**src/rtl/itp_pkg.sv**
```systemverilog
// ----------------------------------------------------------------------------
// itp_pkg
// Types, character codes and range tables shared by the integer text parser.
// ----------------------------------------------------------------------------
`default_nettype none

package itp_pkg;

  // Configuration register indexes
  localparam logic [7:0] CFG_WIDTH_SELECT = 8'd0;
  localparam logic [7:0] CFG_SIGNED_MODE  = 8'd1;

  // Reset values of the configuration registers
  localparam logic [1:0] WIDTH_SELECT_RST = 2'd3;
  localparam logic       SIGNED_MODE_RST  = 1'b1;

  // Character codes
  localparam logic [7:0] CH_PLUS  = 8'h2B;
  localparam logic [7:0] CH_MINUS = 8'h2D;
  localparam logic [7:0] CH_0     = 8'h30;
  localparam logic [7:0] CH_7     = 8'h37;
  localparam logic [7:0] CH_9     = 8'h39;
  localparam logic [7:0] CH_UA    = 8'h41;
  localparam logic [7:0] CH_UB    = 8'h42;
  localparam logic [7:0] CH_UF    = 8'h46;
  localparam logic [7:0] CH_UX    = 8'h58;
  localparam logic [7:0] CH_LA    = 8'h61;
  localparam logic [7:0] CH_LB    = 8'h62;
  localparam logic [7:0] CH_LF    = 8'h66;
  localparam logic [7:0] CH_LX    = 8'h78;

  typedef enum logic [1:0] {
    PH_START = 2'd0,
    PH_SIGN  = 2'd1,
    PH_ZERO  = 2'd2,
    PH_DIGIT = 2'd3
  } phase_e;

  typedef enum logic [1:0] {
    RX_DEC = 2'd0,
    RX_BIN = 2'd1,
    RX_OCT = 2'd2,
    RX_HEX = 2'd3
  } radix_e;

  typedef enum logic [1:0] {
    ST_OK      = 2'd0,
    ST_INVALID = 2'd1,
    ST_RANGE   = 2'd2,
    ST_EMPTY   = 2'd3
  } status_e;

  // Running state of one string
  typedef struct packed {
    phase_e      phase;
    radix_e      radix;
    logic [63:0] acc;
    logic        neg;
    logic        inv;
    logic        ovf;
  } parse_state_t;

  localparam parse_state_t STATE_CLEAR = '{
    phase: PH_START,
    radix: RX_DEC,
    acc:   64'd0,
    neg:   1'b0,
    inv:   1'b0,
    ovf:   1'b0
  };

  typedef struct packed {
    logic       ok;
    logic [3:0] val;
  } digit_t;

  // Decode a character as a digit of the given radix
  function automatic digit_t digit_decode(logic [7:0] c, radix_e rx);
    digit_t     d;
    logic       is_dig;
    logic [3:0] v;
    logic [7:0] t;
    is_dig = 1'b1;
    t      = 8'd0;
    if (c inside {[CH_0:CH_9]}) begin
      t = c - CH_0;
    end else if (c inside {[CH_LA:CH_LF]}) begin
      t = c - CH_LA + 8'd10;
    end else if (c inside {[CH_UA:CH_UF]}) begin
      t = c - CH_UA + 8'd10;
    end else begin
      is_dig = 1'b0;
    end
    v = t[3:0];
    case (rx)
      RX_BIN:  d.ok = is_dig && (v < 4'd2);
      RX_OCT:  d.ok = is_dig && (v < 4'd8);
      RX_DEC:  d.ok = is_dig && (v < 4'd10);
      default: d.ok = is_dig;
    endcase
    d.val = v;
    return d;
  endfunction

  // Bits that must be clear for an unsigned value of the target width
  function automatic logic [63:0] unsigned_mask(logic [1:0] ws);
    logic [63:0] m;
    case (ws)
      2'd0:    m = 64'hFFFF_FFFF_FFFF_FF00;
      2'd1:    m = 64'hFFFF_FFFF_FFFF_0000;
      2'd2:    m = 64'hFFFF_FFFF_0000_0000;
      default: m = 64'h0000_0000_0000_0000;
    endcase
    return m;
  endfunction

  // Bits that must be clear for a positive signed value of the target width
  function automatic logic [63:0] signed_mask(logic [1:0] ws);
    logic [63:0] m;
    case (ws)
      2'd0:    m = 64'hFFFF_FFFF_FFFF_FF80;
      2'd1:    m = 64'hFFFF_FFFF_FFFF_8000;
      2'd2:    m = 64'hFFFF_FFFF_8000_0000;
      default: m = 64'h8000_0000_0000_0000;
    endcase
    return m;
  endfunction

  // Magnitude of the most negative value of the target width
  function automatic logic [63:0] min_magnitude(logic [1:0] ws);
    logic [63:0] m;
    case (ws)
      2'd0:    m = 64'h0000_0000_0000_0080;
      2'd1:    m = 64'h0000_0000_0000_8000;
      2'd2:    m = 64'h0000_0000_8000_0000;
      default: m = 64'h8000_0000_0000_0000;
    endcase
    return m;
  endfunction

endpackage

`default_nettype wire

```
**src/rtl/itp_step.sv**
```systemverilog
// ----------------------------------------------------------------------------
// itp_step
// Advances the string state by one character: sign, radix prefix and the
// multiply-accumulate of one digit with carry-out detection.
// ----------------------------------------------------------------------------
`default_nettype none

module itp_step (
  input  itp_pkg::parse_state_t st_i,
  input  logic [7:0]            char_code_i,
  input  logic                  char_present_i,
  output itp_pkg::parse_state_t st_o
);

  logic            feed;
  itp_pkg::digit_t dig;
  logic [67:0]     scaled;
  logic [67:0]     prod;

  // Track sign, prefix and radix; mark characters that go to the accumulator
  always_comb begin
    st_o = st_i;
    feed = 1'b0;
    if (char_present_i && !st_i.inv) begin
      case (st_i.phase)
        itp_pkg::PH_START, itp_pkg::PH_SIGN: begin
          if (st_i.phase == itp_pkg::PH_START &&
              (char_code_i == itp_pkg::CH_PLUS || char_code_i == itp_pkg::CH_MINUS)) begin
            st_o.neg   = (char_code_i == itp_pkg::CH_MINUS);
            st_o.phase = itp_pkg::PH_SIGN;
          end else if (char_code_i == itp_pkg::CH_0) begin
            st_o.phase = itp_pkg::PH_ZERO;
          end else begin
            st_o.radix = itp_pkg::RX_DEC;
            st_o.phase = itp_pkg::PH_DIGIT;
            feed       = 1'b1;
          end
        end
        itp_pkg::PH_ZERO: begin
          st_o.phase = itp_pkg::PH_DIGIT;
          if (char_code_i == itp_pkg::CH_LB || char_code_i == itp_pkg::CH_UB) begin
            st_o.radix = itp_pkg::RX_BIN;
          end else if (char_code_i == itp_pkg::CH_LX || char_code_i == itp_pkg::CH_UX) begin
            st_o.radix = itp_pkg::RX_HEX;
          end else if (char_code_i inside {[itp_pkg::CH_0:itp_pkg::CH_7]}) begin
            st_o.radix = itp_pkg::RX_OCT;
            feed       = 1'b1;
          end else begin
            st_o.radix = itp_pkg::RX_DEC;
            feed       = 1'b1;
          end
        end
        default: begin
          feed = 1'b1;
        end
      endcase
    end

    // Scale the accumulator by the radix with shifts
    case (st_o.radix)
      itp_pkg::RX_BIN: scaled = {3'b000, st_i.acc, 1'b0};
      itp_pkg::RX_OCT: scaled = {1'b0, st_i.acc, 3'b000};
      itp_pkg::RX_HEX: scaled = {st_i.acc, 4'b0000};
      default:         scaled = {1'b0, st_i.acc, 3'b000} + {3'b000, st_i.acc, 1'b0};
    endcase

    dig  = itp_pkg::digit_decode(char_code_i, st_o.radix);
    prod = scaled + {64'd0, dig.val};

    // Accumulate one digit, flag a bad digit or a carry past 64 bits
    if (feed) begin
      if (!dig.ok) begin
        st_o.inv = 1'b1;
      end else if (!st_i.ovf) begin
        if (|prod[67:64]) begin
          st_o.ovf = 1'b1;
        end else begin
          st_o.acc = prod[63:0];
        end
      end
    end
  end

endmodule

`default_nettype wire

```
**src/rtl/itp_finish.sv**
```systemverilog
// ----------------------------------------------------------------------------
// itp_finish
// Turns the final string state into a value and a status, checking range
// against the configured width and signedness.
// ----------------------------------------------------------------------------
`default_nettype none

module itp_finish (
  input  itp_pkg::parse_state_t st_i,
  input  logic [1:0]            width_select_i,
  input  logic                  signed_mode_i,
  output logic [63:0]           value_bits_o,
  output itp_pkg::status_e      status_o
);

  logic u_over;
  logic s_over;
  logic at_min;

  assign u_over = |(st_i.acc & itp_pkg::unsigned_mask(width_select_i));
  assign s_over = |(st_i.acc & itp_pkg::signed_mask(width_select_i));
  assign at_min = (st_i.acc == itp_pkg::min_magnitude(width_select_i));

  // Rank the outcomes: empty, invalid, carry-out, then the width check
  always_comb begin
    value_bits_o = 64'd0;
    status_o     = itp_pkg::ST_OK;
    if (st_i.phase == itp_pkg::PH_START) begin
      status_o = itp_pkg::ST_EMPTY;
    end else if (st_i.inv || (st_i.neg && !signed_mode_i)) begin
      status_o = itp_pkg::ST_INVALID;
    end else if (st_i.ovf) begin
      status_o = itp_pkg::ST_RANGE;
    end else if (!signed_mode_i) begin
      if (u_over) begin
        status_o = itp_pkg::ST_RANGE;
      end else begin
        value_bits_o = st_i.acc;
      end
    end else begin
      if (s_over && !(st_i.neg && at_min)) begin
        status_o = itp_pkg::ST_RANGE;
      end else begin
        value_bits_o = st_i.neg ? (64'd0 - st_i.acc) : st_i.acc;
      end
    end
  end

endmodule

`default_nettype wire

```
**src/rtl/integer_text_parse.sv**
```systemverilog
// ----------------------------------------------------------------------------
// integer_text_parse
// Streaming parser of one integer string per result word.
// ----------------------------------------------------------------------------
// Characters arrive one word per cycle and the block takes a new word every
// cycle unless a stalled output holds it off. Each word is held in an input
// register, stepped through sign, radix prefix and a single
// multiply-accumulate (shifts and at most two 68-bit adds) into the string
// state, and on the last character the final state is captured and
// range-checked into the output register. A stalled output backs up into
// the final-state and input registers before input ready drops. Width and
// signedness are applied when the result is formed, so write them only while
// the block is idle. A word with char_present low adds nothing; with is_last
// and no earlier character it reports an empty string.
// ----------------------------------------------------------------------------
`default_nettype none

module integer_text_parse (
  input  logic        clk_i,
  input  logic        rst_ni,
  // character words
  input  logic        in_valid_i,
  output logic        in_ready_o,
  input  logic [7:0]  char_code_i,
  input  logic        char_present_i,
  input  logic        is_last_i,
  // result words
  output logic        out_valid_o,
  input  logic        out_ready_i,
  output logic [63:0] value_bits_o,
  output logic [1:0]  status_o,
  // configuration writes
  input  logic        cfg_valid_i,
  output logic        cfg_ready_o,
  input  logic [7:0]  cfg_index_i,
  input  logic [1:0]  cfg_data_i
);

  logic [1:0]            width_select_q;
  logic                  signed_mode_q;

  logic                  in_valid_q;
  logic [7:0]            char_q;
  logic                  present_q;
  logic                  last_q;

  itp_pkg::parse_state_t state_q;
  itp_pkg::parse_state_t step_st;

  logic                  fin_valid_q;
  itp_pkg::parse_state_t fin_q;

  logic                  out_valid_q;
  logic [63:0]           value_q;
  logic [1:0]            status_q;

  logic [63:0]           fin_value;
  itp_pkg::status_e      fin_status;

  logic                  out_en;
  logic                  fin_adv;
  logic                  consume;

  // Handshake: each stage moves when the next one is free or moving
  assign out_en      = !out_valid_q || out_ready_i;
  assign fin_adv     = !fin_valid_q || out_en;
  assign consume     = in_valid_q && (!last_q || fin_adv);
  assign in_ready_o  = !in_valid_q || consume;
  assign cfg_ready_o = 1'b1;

  // Configuration registers
  always_ff @(posedge clk_i or negedge rst_ni) begin
    if (!rst_ni) begin
      width_select_q <= itp_pkg::WIDTH_SELECT_RST;
      signed_mode_q  <= itp_pkg::SIGNED_MODE_RST;
    end else if (cfg_valid_i) begin
      case (cfg_index_i)
        itp_pkg::CFG_WIDTH_SELECT: width_select_q <= cfg_data_i;
        itp_pkg::CFG_SIGNED_MODE:  signed_mode_q  <= cfg_data_i[0];
        default: ;
      endcase
    end
  end

  // Input register: hold the word until the step stage takes it
  always_ff @(posedge clk_i or negedge rst_ni) begin
    if (!rst_ni) begin
      in_valid_q <= 1'b0;
    end else if (in_ready_o) begin
      in_valid_q <= in_valid_i;
    end
  end

  always_ff @(posedge clk_i) begin
    if (in_ready_o && in_valid_i) begin
      char_q    <= char_code_i;
      present_q <= char_present_i;
      last_q    <= is_last_i;
    end
  end

  itp_step u_step (
    .st_i           (state_q),
    .char_code_i    (char_q),
    .char_present_i (present_q),
    .st_o           (step_st)
  );

  // String state: advance per character, clear after the last one
  always_ff @(posedge clk_i or negedge rst_ni) begin
    if (!rst_ni) begin
      state_q <= itp_pkg::STATE_CLEAR;
    end else if (consume) begin
      state_q <= last_q ? itp_pkg::STATE_CLEAR : step_st;
    end
  end

  // Final state of a finished string
  always_ff @(posedge clk_i or negedge rst_ni) begin
    if (!rst_ni) begin
      fin_valid_q <= 1'b0;
    end else if (fin_adv) begin
      fin_valid_q <= consume && last_q;
    end
  end

  always_ff @(posedge clk_i) begin
    if (fin_adv && consume && last_q) begin
      fin_q <= step_st;
    end
  end

  itp_finish u_finish (
    .st_i           (fin_q),
    .width_select_i (width_select_q),
    .signed_mode_i  (signed_mode_q),
    .value_bits_o   (fin_value),
    .status_o       (fin_status)
  );

  // Output register: hold the result until it is taken
  always_ff @(posedge clk_i or negedge rst_ni) begin
    if (!rst_ni) begin
      out_valid_q <= 1'b0;
    end else if (out_en) begin
      out_valid_q <= fin_valid_q;
    end
  end

  always_ff @(posedge clk_i) begin
    if (out_en && fin_valid_q) begin
      value_q  <= fin_value;
      status_q <= fin_status;
    end
  end

  assign out_valid_o  = out_valid_q;
  assign value_bits_o = value_q;
  assign status_o     = status_q;

endmodule

`default_nettype wire

```
**config.mk**
```make
export PLATFORM = sky130hd
export DESIGN_NAME = integer_text_parse
export DESIGN_NICKNAME = d
export VERILOG_FILES = /design/src/rtl/itp_pkg.sv /design/src/rtl/itp_step.sv /design/src/rtl/itp_finish.sv /design/src/rtl/integer_text_parse.sv
export SDC_FILE = /design/constraint.sdc
export NUM_CORES = 1
export LEC_CHECK = 0
export BUFFER_PORTS_ARGS = -buffer_cell sky130_fd_sc_hd__buf_2
export CORE_AREA = 2 2 176 264
export CTS_CLUSTER_SIZE = 16
export DETAILED_ROUTE_END_ITERATION = 6
export DIE_AREA = 0 0 178 266
export PLACE_DENSITY = 0.73
export SLEW_MARGIN = 20
export SYNTH_ARGS = -nofsm -noshare
export SYNTH_HDL_FRONTEND = slang
export SYNTH_SLANG_ARGS = --single-unit
```
**constraint.sdc**
```tcl
create_clock -name clk_i -period 9.8 [get_ports clk_i]
set_clock_uncertainty 0.05 [all_clocks]
set_input_delay 0.98 -clock clk_i [delete_from_list [all_inputs] [get_ports clk_i]]
set_output_delay 0.98 -clock clk_i [all_outputs]
set_load 0.05 [all_outputs]
```
* Word level (Yosys, flattened, before mapping)
Cells that the tools add are included.
** Storage, ports and cells
- Word-level logic and storage cells :: 152
- Output and inout bits :: 69
- Register bits :: 222
** Operators by class
- $add $sub $neg :: 8
- Order comparisons :: 10
- Bitwise operators :: 2
- Reductions and logical operators :: 46
- Equality and inequality tests :: 16
- Muxes and demuxes :: 48
** Operators with widths (number)
- 2-to-1 mux 64 bit :: 8
- one-hot mux 64 bit (3 select lines) :: 2
- one-hot mux 68 bit (3 select lines) :: 1
- one-hot mux 63 bit (3 select lines) :: 1
- bitwise AND 64 bit :: 2
- OR reduction 64 bit :: 2
- 2-to-1 mux 71 bit :: 1
- adder 67 x 65 -> 68 bit :: 1
- adder 68 x 4 -> 68 bit :: 1
- == test 64 bit :: 1
- subtractor 1 x 64 -> 64 bit, first input constant :: 1
- == test 8 x 7 -> 1 bit, second input constant :: 4
- == test 8 x 6 -> 1 bit, second input constant :: 3
- 2-to-1 mux 2 bit :: 12
- logical AND 1 bit :: 18
- greater-or-equal comparator 8 x 7 -> 1 bit, second input constant :: 2
- <= comparator 8 x 6 -> 1 bit, second input constant :: 2
- <= comparator 8 x 7 -> 1 bit, second input constant :: 2
- 2-to-1 mux 1 bit :: 16
- 2-to-1 mux 4 bit :: 4
- subtractor 4 x 1 -> 4 bit, second input constant :: 3
- adder 4 bit, second input constant :: 2
- == test 2 bit, second input constant :: 4
- == test 8 x 1 -> 1 bit, second input constant :: 1
- other kinds (15) :: 36

* Longest topological paths before layout
- Depth after elaboration :: 16
- Mapped depth :: 27
- Depth with buffers taken out :: 21

* By module
From an unflattened synthesis, not the netlist that was laid out.
** Unflattened totals
- Cell total of the unflattened synthesis :: 2208
- Area total of the unflattened synthesis :: 19701.4 sq um
** Modules (own cells, without submodules)
- itp_step :: times used 1, cells each 1520, sequential area each 0.0 sq um, area each 9903.2 sq um
- integer_text_parse :: times used 1, cells each 334, sequential area each 6344.8 sq um, area each 7203.2 sq um
- itp_finish :: times used 1, cells each 354, sequential area each 0.0 sq um, area each 2595.0 sq um

* Worst setup path before layout
Ideal clock, no wire load.
- Kind :: reg2reg
- Start :: register state_q[1] (netlist name)
- End :: register fin_q[62] (netlist name) (data pin)
- Data required time :: 9.488 ns
- Cell stages (with the launch flop) :: 26
- Arrival :: 6.276 ns
- Slack :: 3.212 ns
- Cell sequence :: dfrtp_1 nand2b_1 clkbuf_1 nor2_1 mux2_2 nand2_1 clkbuf_1 clkbuf_1 clkbuf_1 clkbuf_1 clkbuf_1 and2_1 ha_1 fa_1 a21oi_1 a211o_1 nor3_1 nand4b_2 or3_1 nor4_1 mux2_2 o211ai_4 nor2_4 buf_4 buf_4 mux2_1
** RTL lines
- start, declared :: line integer_text_parse.sv:47 : itp_pkg::parse_state_t state_q;
- start signal, assigned :: line integer_text_parse.sv:112 : state_q <= itp_pkg::STATE_CLEAR;
- start signal, assigned :: line integer_text_parse.sv:114 : state_q <= last_q ? itp_pkg::STATE_CLEAR : step_st;
- end signal, assigned :: line integer_text_parse.sv:129 : fin_q <= step_st;
- end, declared :: line integer_text_parse.sv:51 : itp_pkg::parse_state_t fin_q;

==> flow_metrics.py <==
metrics = {
    "logic_synthesis": {
        "synth_top_area_cell": "edfxtp_1",
        "yosysWarnings": 0,
        "synth.area.top_cells": "edfxtp_1 (21%), dfrtp_1 (9.0%), a21oi_1 (5.0%), nand2_1 (4.9%), ha_1 (4.5%)",
        "synth_nets": 2592,
        "syn_inst": 2492,
        "synth_area_per_cell_sq_um": 8.21,
        "synth.top_cell.area_share_pct": 21.3,
        "synth_ff_type": "edfxtp_1",
        "ys_types": 109,
        "synth_edf_count": 145,
        "synth_area_sq_um": 20500,
        "synth-seq-cells": 222,
        "async_reset_ff_share_pct": 34.7,
        "seq_area_frac_synth_pct": 30.7,
    },
    "clock_network": {
        "clk_path_buf_depth": 3,
        "cts_tree": "built",
        "clk-insertion-delay-late_ns": 0.53,
        "holdBufCountCts": 0,
        "clk_pin_slew_ns": 0.07,
        "cts_resized": 0,
        "cts_root_buf": "clkbuf_16",
        "clkSinkCount": 222,
        "postCtsSetupRepairBufs": 0,
        "numCtsBuffers": 20,
        "htree_levels": 1,
    },
    "cells_and_area": {
        "multi_input_area_sq_um": 13200,
        "drive_above_1_share_pct": 9.89,
        "areaGrowthSynthToFinish_pct": 7.09,
        "n_fill_cell": 4340,
        "n_antenna_cell": 0,
        "regArea_sq_um": 6280,
        "finalInstanceArea_sq_um": 21900,
        "final_util_pct": 48.4,
        "fin_nets": 2574,
    },
    "global_routing": {
        "grt_antenna_before_repair": 0,
        "grt_usage_pct": 30.0,
        "grt_max_degree": 66,
        "first_global_vias": 19540,
        "grt_pass1_wl_um": 112000,
        "gr-total-overflow": 0,
    },
    "floorplanning": {
        "die_area_sq_um": 47300,
        "rows": 96,
        "initial_core_util_pct": 45.2,
        "core-area_sq_um": 45300,
        "die_h_um": 266,
        "ios": 94,
        "die_width_um": 178,
    },
    "sta": {
        "setup_viol": 0,
        "slew_viol_final": 0,
        "slew_headroom_pct": 32.0,
        "fin_tns_setup_ns": 0,
        "tightestPinTransition_ns": 1.01,
        "period_needed_ns": 7.47,
        "hold_viol_final": 0,
        "post-route-period-util_pct": 76.2,
        "rsz0062_at_grt": "false",
        "fmax_ghz": 0.134,
    },
    "routing": {
        "drt-initial-drc-count": 2404,
        "drc": 0,
        "detail_route.wl_per_cell_um": 23.7,
        "vias": 20475,
        "totalWireLength_um": 72800,
        "ant_nets": 0,
        "drt_pass1_iterations": 6,
        "viasPerCell": 6.66,
    },
    "placement": {
        "place_area_sq_um": 21200,
        "port_buffers": 92,
        "hpwlAfterDp_um": 55400,
        "place.gp.congestion": 1.13,
    },
    "setup_path": {
        "cp-startpoint": "char_q[1]$_DFFE_PP_",
        "worstSetupPathType": "reg -> reg",
        "crit_fanout": 65,
        "crit_chain": "inv_1 -> ha_1 -> mux2i_1 -> nor4_1 -> a211o_2 -> buf_4 -> nand2_1 -> a32oi_1 -> o211a_1 -> nand4_1 -> nor4_1 -> and4_1 -> nand3_1 -> nor4_4 -> o211ai_4 -> nor2_4 -> buf_4 -> mux2_2",
        "crit_family": "simple AND/OR/NAND/NOR gates",
        "cpMaxStageDelayCell": "nor4_1",
        "start_kind": "flip-flop",
        "reg2reg_from": "char_q[1]$_DFFE_PP_",
        "cp_data_arrival_time_ns": 7.70,
        "worstPathRequired_ns": 10.03,
        "end_kind": "flip-flop",
        "path_buf_inv": 3,
        "slowest_delay_ns": 0.83,
    },
    "pwr": {
        "total_leakage_power_nw": 8.31,
        "power_density_nw_per_um2": 179,
        "vdd_drop_max_v": 0.000165,
    },
    "job": {
        "max-cap-violations": 0,
    },
    "status": {
        "status": "finished, final reports clean",
    },
    "hold_path": {
        "hold_class": "in -> async",
    },
}
worst paths after layout:
| path | depth (start not counted) | end | slack [ns] |
|---|---|---|---|
| min | 1 | state_q[63]$_DFFE_PN0P_ | 0.28 |
| min reg2reg | 2 | state_q[68]$_DFFE_PN0P_ | 0.49 |
| max in group asynchronous | 2 | state_q[70]$_DFFE_PN0P_ | 8.28 |
| max | 18 | fin_q[15]$_DFFE_PP_ | 2.33 |
| min in group clk_i | 2 | state_q[68]$_DFFE_PN0P_ | 0.49 |
| max reg2reg | 18 | fin_q[15]$_DFFE_PP_ | 2.33 |
cell usage in the layout, fill, tap and decap left out, types with 39 or more instances in the layout:
| cell type | n |
|---|---|
| edfxtp_1 | 145 |
| xnor2_1 | 50 |
| a21oi_1 | 202 |
| o211ai_1 | 51 |
| ha_1 | 73 |
| o21ai_0 | 140 |
| nand2_1 | 267 |
| nand3_1 | 68 |
| a211oi_1 | 44 |
| mux2_1 | 46 |
| xor2_1 | 39 |
| nand4_1 | 59 |
| buf_2 | 91 |
| or3_1 | 39 |
| nor2_1 | 232 |
| dfrtp_1 | 74 |
| nor3_1 | 99 |
| inv_1 | 61 |
cells by family after synthesis:
| kind of cell | count (synthesis) | synth area share [%] |
|---|---|---|
| AO/OA/AOI/OAI | 772 | 25.8 |
| multiplexers | 103 | 5.56 |
| XOR/XNOR | 89 | 3.81 |
| adder cells (fa/ha/maj) | 75 | 4.66 |
| AND/OR/NAND/NOR | 1000 | 24.7 |
| other | 1 | 0.0183 |
| flip-flops | 222 | 30.7 |
| buffers and inverters | 230 | 4.79 |
synthesized netlist by cell type, types with 21 or more instances:
| cell type | count |
|---|---|
| nand2_1 | 269 |
| or4_1 | 26 |
| ha_1 | 73 |
| dfrtp_1 | 74 |
| mux2i_1 | 29 |
| or3_1 | 39 |
| mux2_1 | 46 |
| nand3_1 | 68 |
| a211oi_1 | 45 |
| and2_1 | 21 |
| xnor2_1 | 50 |
| o211a_1 | 37 |
| nor2_1 | 233 |
| o211ai_1 | 51 |
| nor4_1 | 33 |
| clkbuf_1 | 127 |
| xor2_1 | 39 |
| inv_1 | 62 |
| a211o_1 | 33 |
| nand4_1 | 59 |
| mux2_2 | 26 |
| o21ai_0 | 140 |
| nor3_1 | 100 |
| a21o_1 | 29 |
| nor2b_1 | 39 |
| a31oi_1 | 25 |
| a21oi_1 | 203 |
| edfxtp_1 | 145 |
layout make-up:
type,instances,share of cell area (%)
clock buffer,26,2.62
clock inverter,10,0.508
inverter,62,1.06
multi-input combinational,2040,60.4
sequential,222,28.7
tap,588,3.36
timing repair buffer,128,3.34
power by group:
part | switching (mW) | internal (mW)
clock | 0.361 | 0.470
sequential | 0.239 | 1.13
combinational | 1.15 | 0.575
metrics by stage:
step,worst slack (ns),hold slack [ns],cells,power (mW)
detailed placement,2.53,0.461,3040,3.06
global route,1.90,0.287,3076,4.12
global placement,2.62,0.434,3040,3.03
CTS,2.48,0.272,3076,3.89
finish,2.33,0.281,3076,3.93
floorplan,3.21,0.416,2492,2.55
worst register-to-register path: stages (launching register included):
cell and delay [ns]:
edfxtp_1 0.50, inv_1 0.15, ha_1 0.24, mux2i_1 0.13, nor4_1 0.72, a211o_2 0.71, buf_4 0.58, nand2_1 0.17
a32oi_1 0.23, o211a_1 0.21, nand4_1 0.27, nor4_1 0.83, and4_1 0.37, nand3_1 0.20, nor4_4 0.38, o211ai_4 0.12
nor2_4 0.15, buf_4 0.68, mux2_2 0.54
layer usage:
metal	track usage, %	vias to the layer above	wire length (um)
li1	-	9435	-
met1	37.7	9755	28900
met2	49.4	1028	33900
met3	3.07	257	5160
met4	18.1	0	4920
met5	0	-	0
sequential cells by signal, summed over array words and instances, names as in the netlist:
signal / flops
status_o: 2
in_valid_q: 1
present_q: 1
last_q: 1
value_bits_o: 64
out_valid_o: 1
width_select_q: 2
fin_valid_q: 1
signed_mode_q: 1
fin_q: 69
state_q: 71
char_q: 8
(Power assumes the default switching activity.)
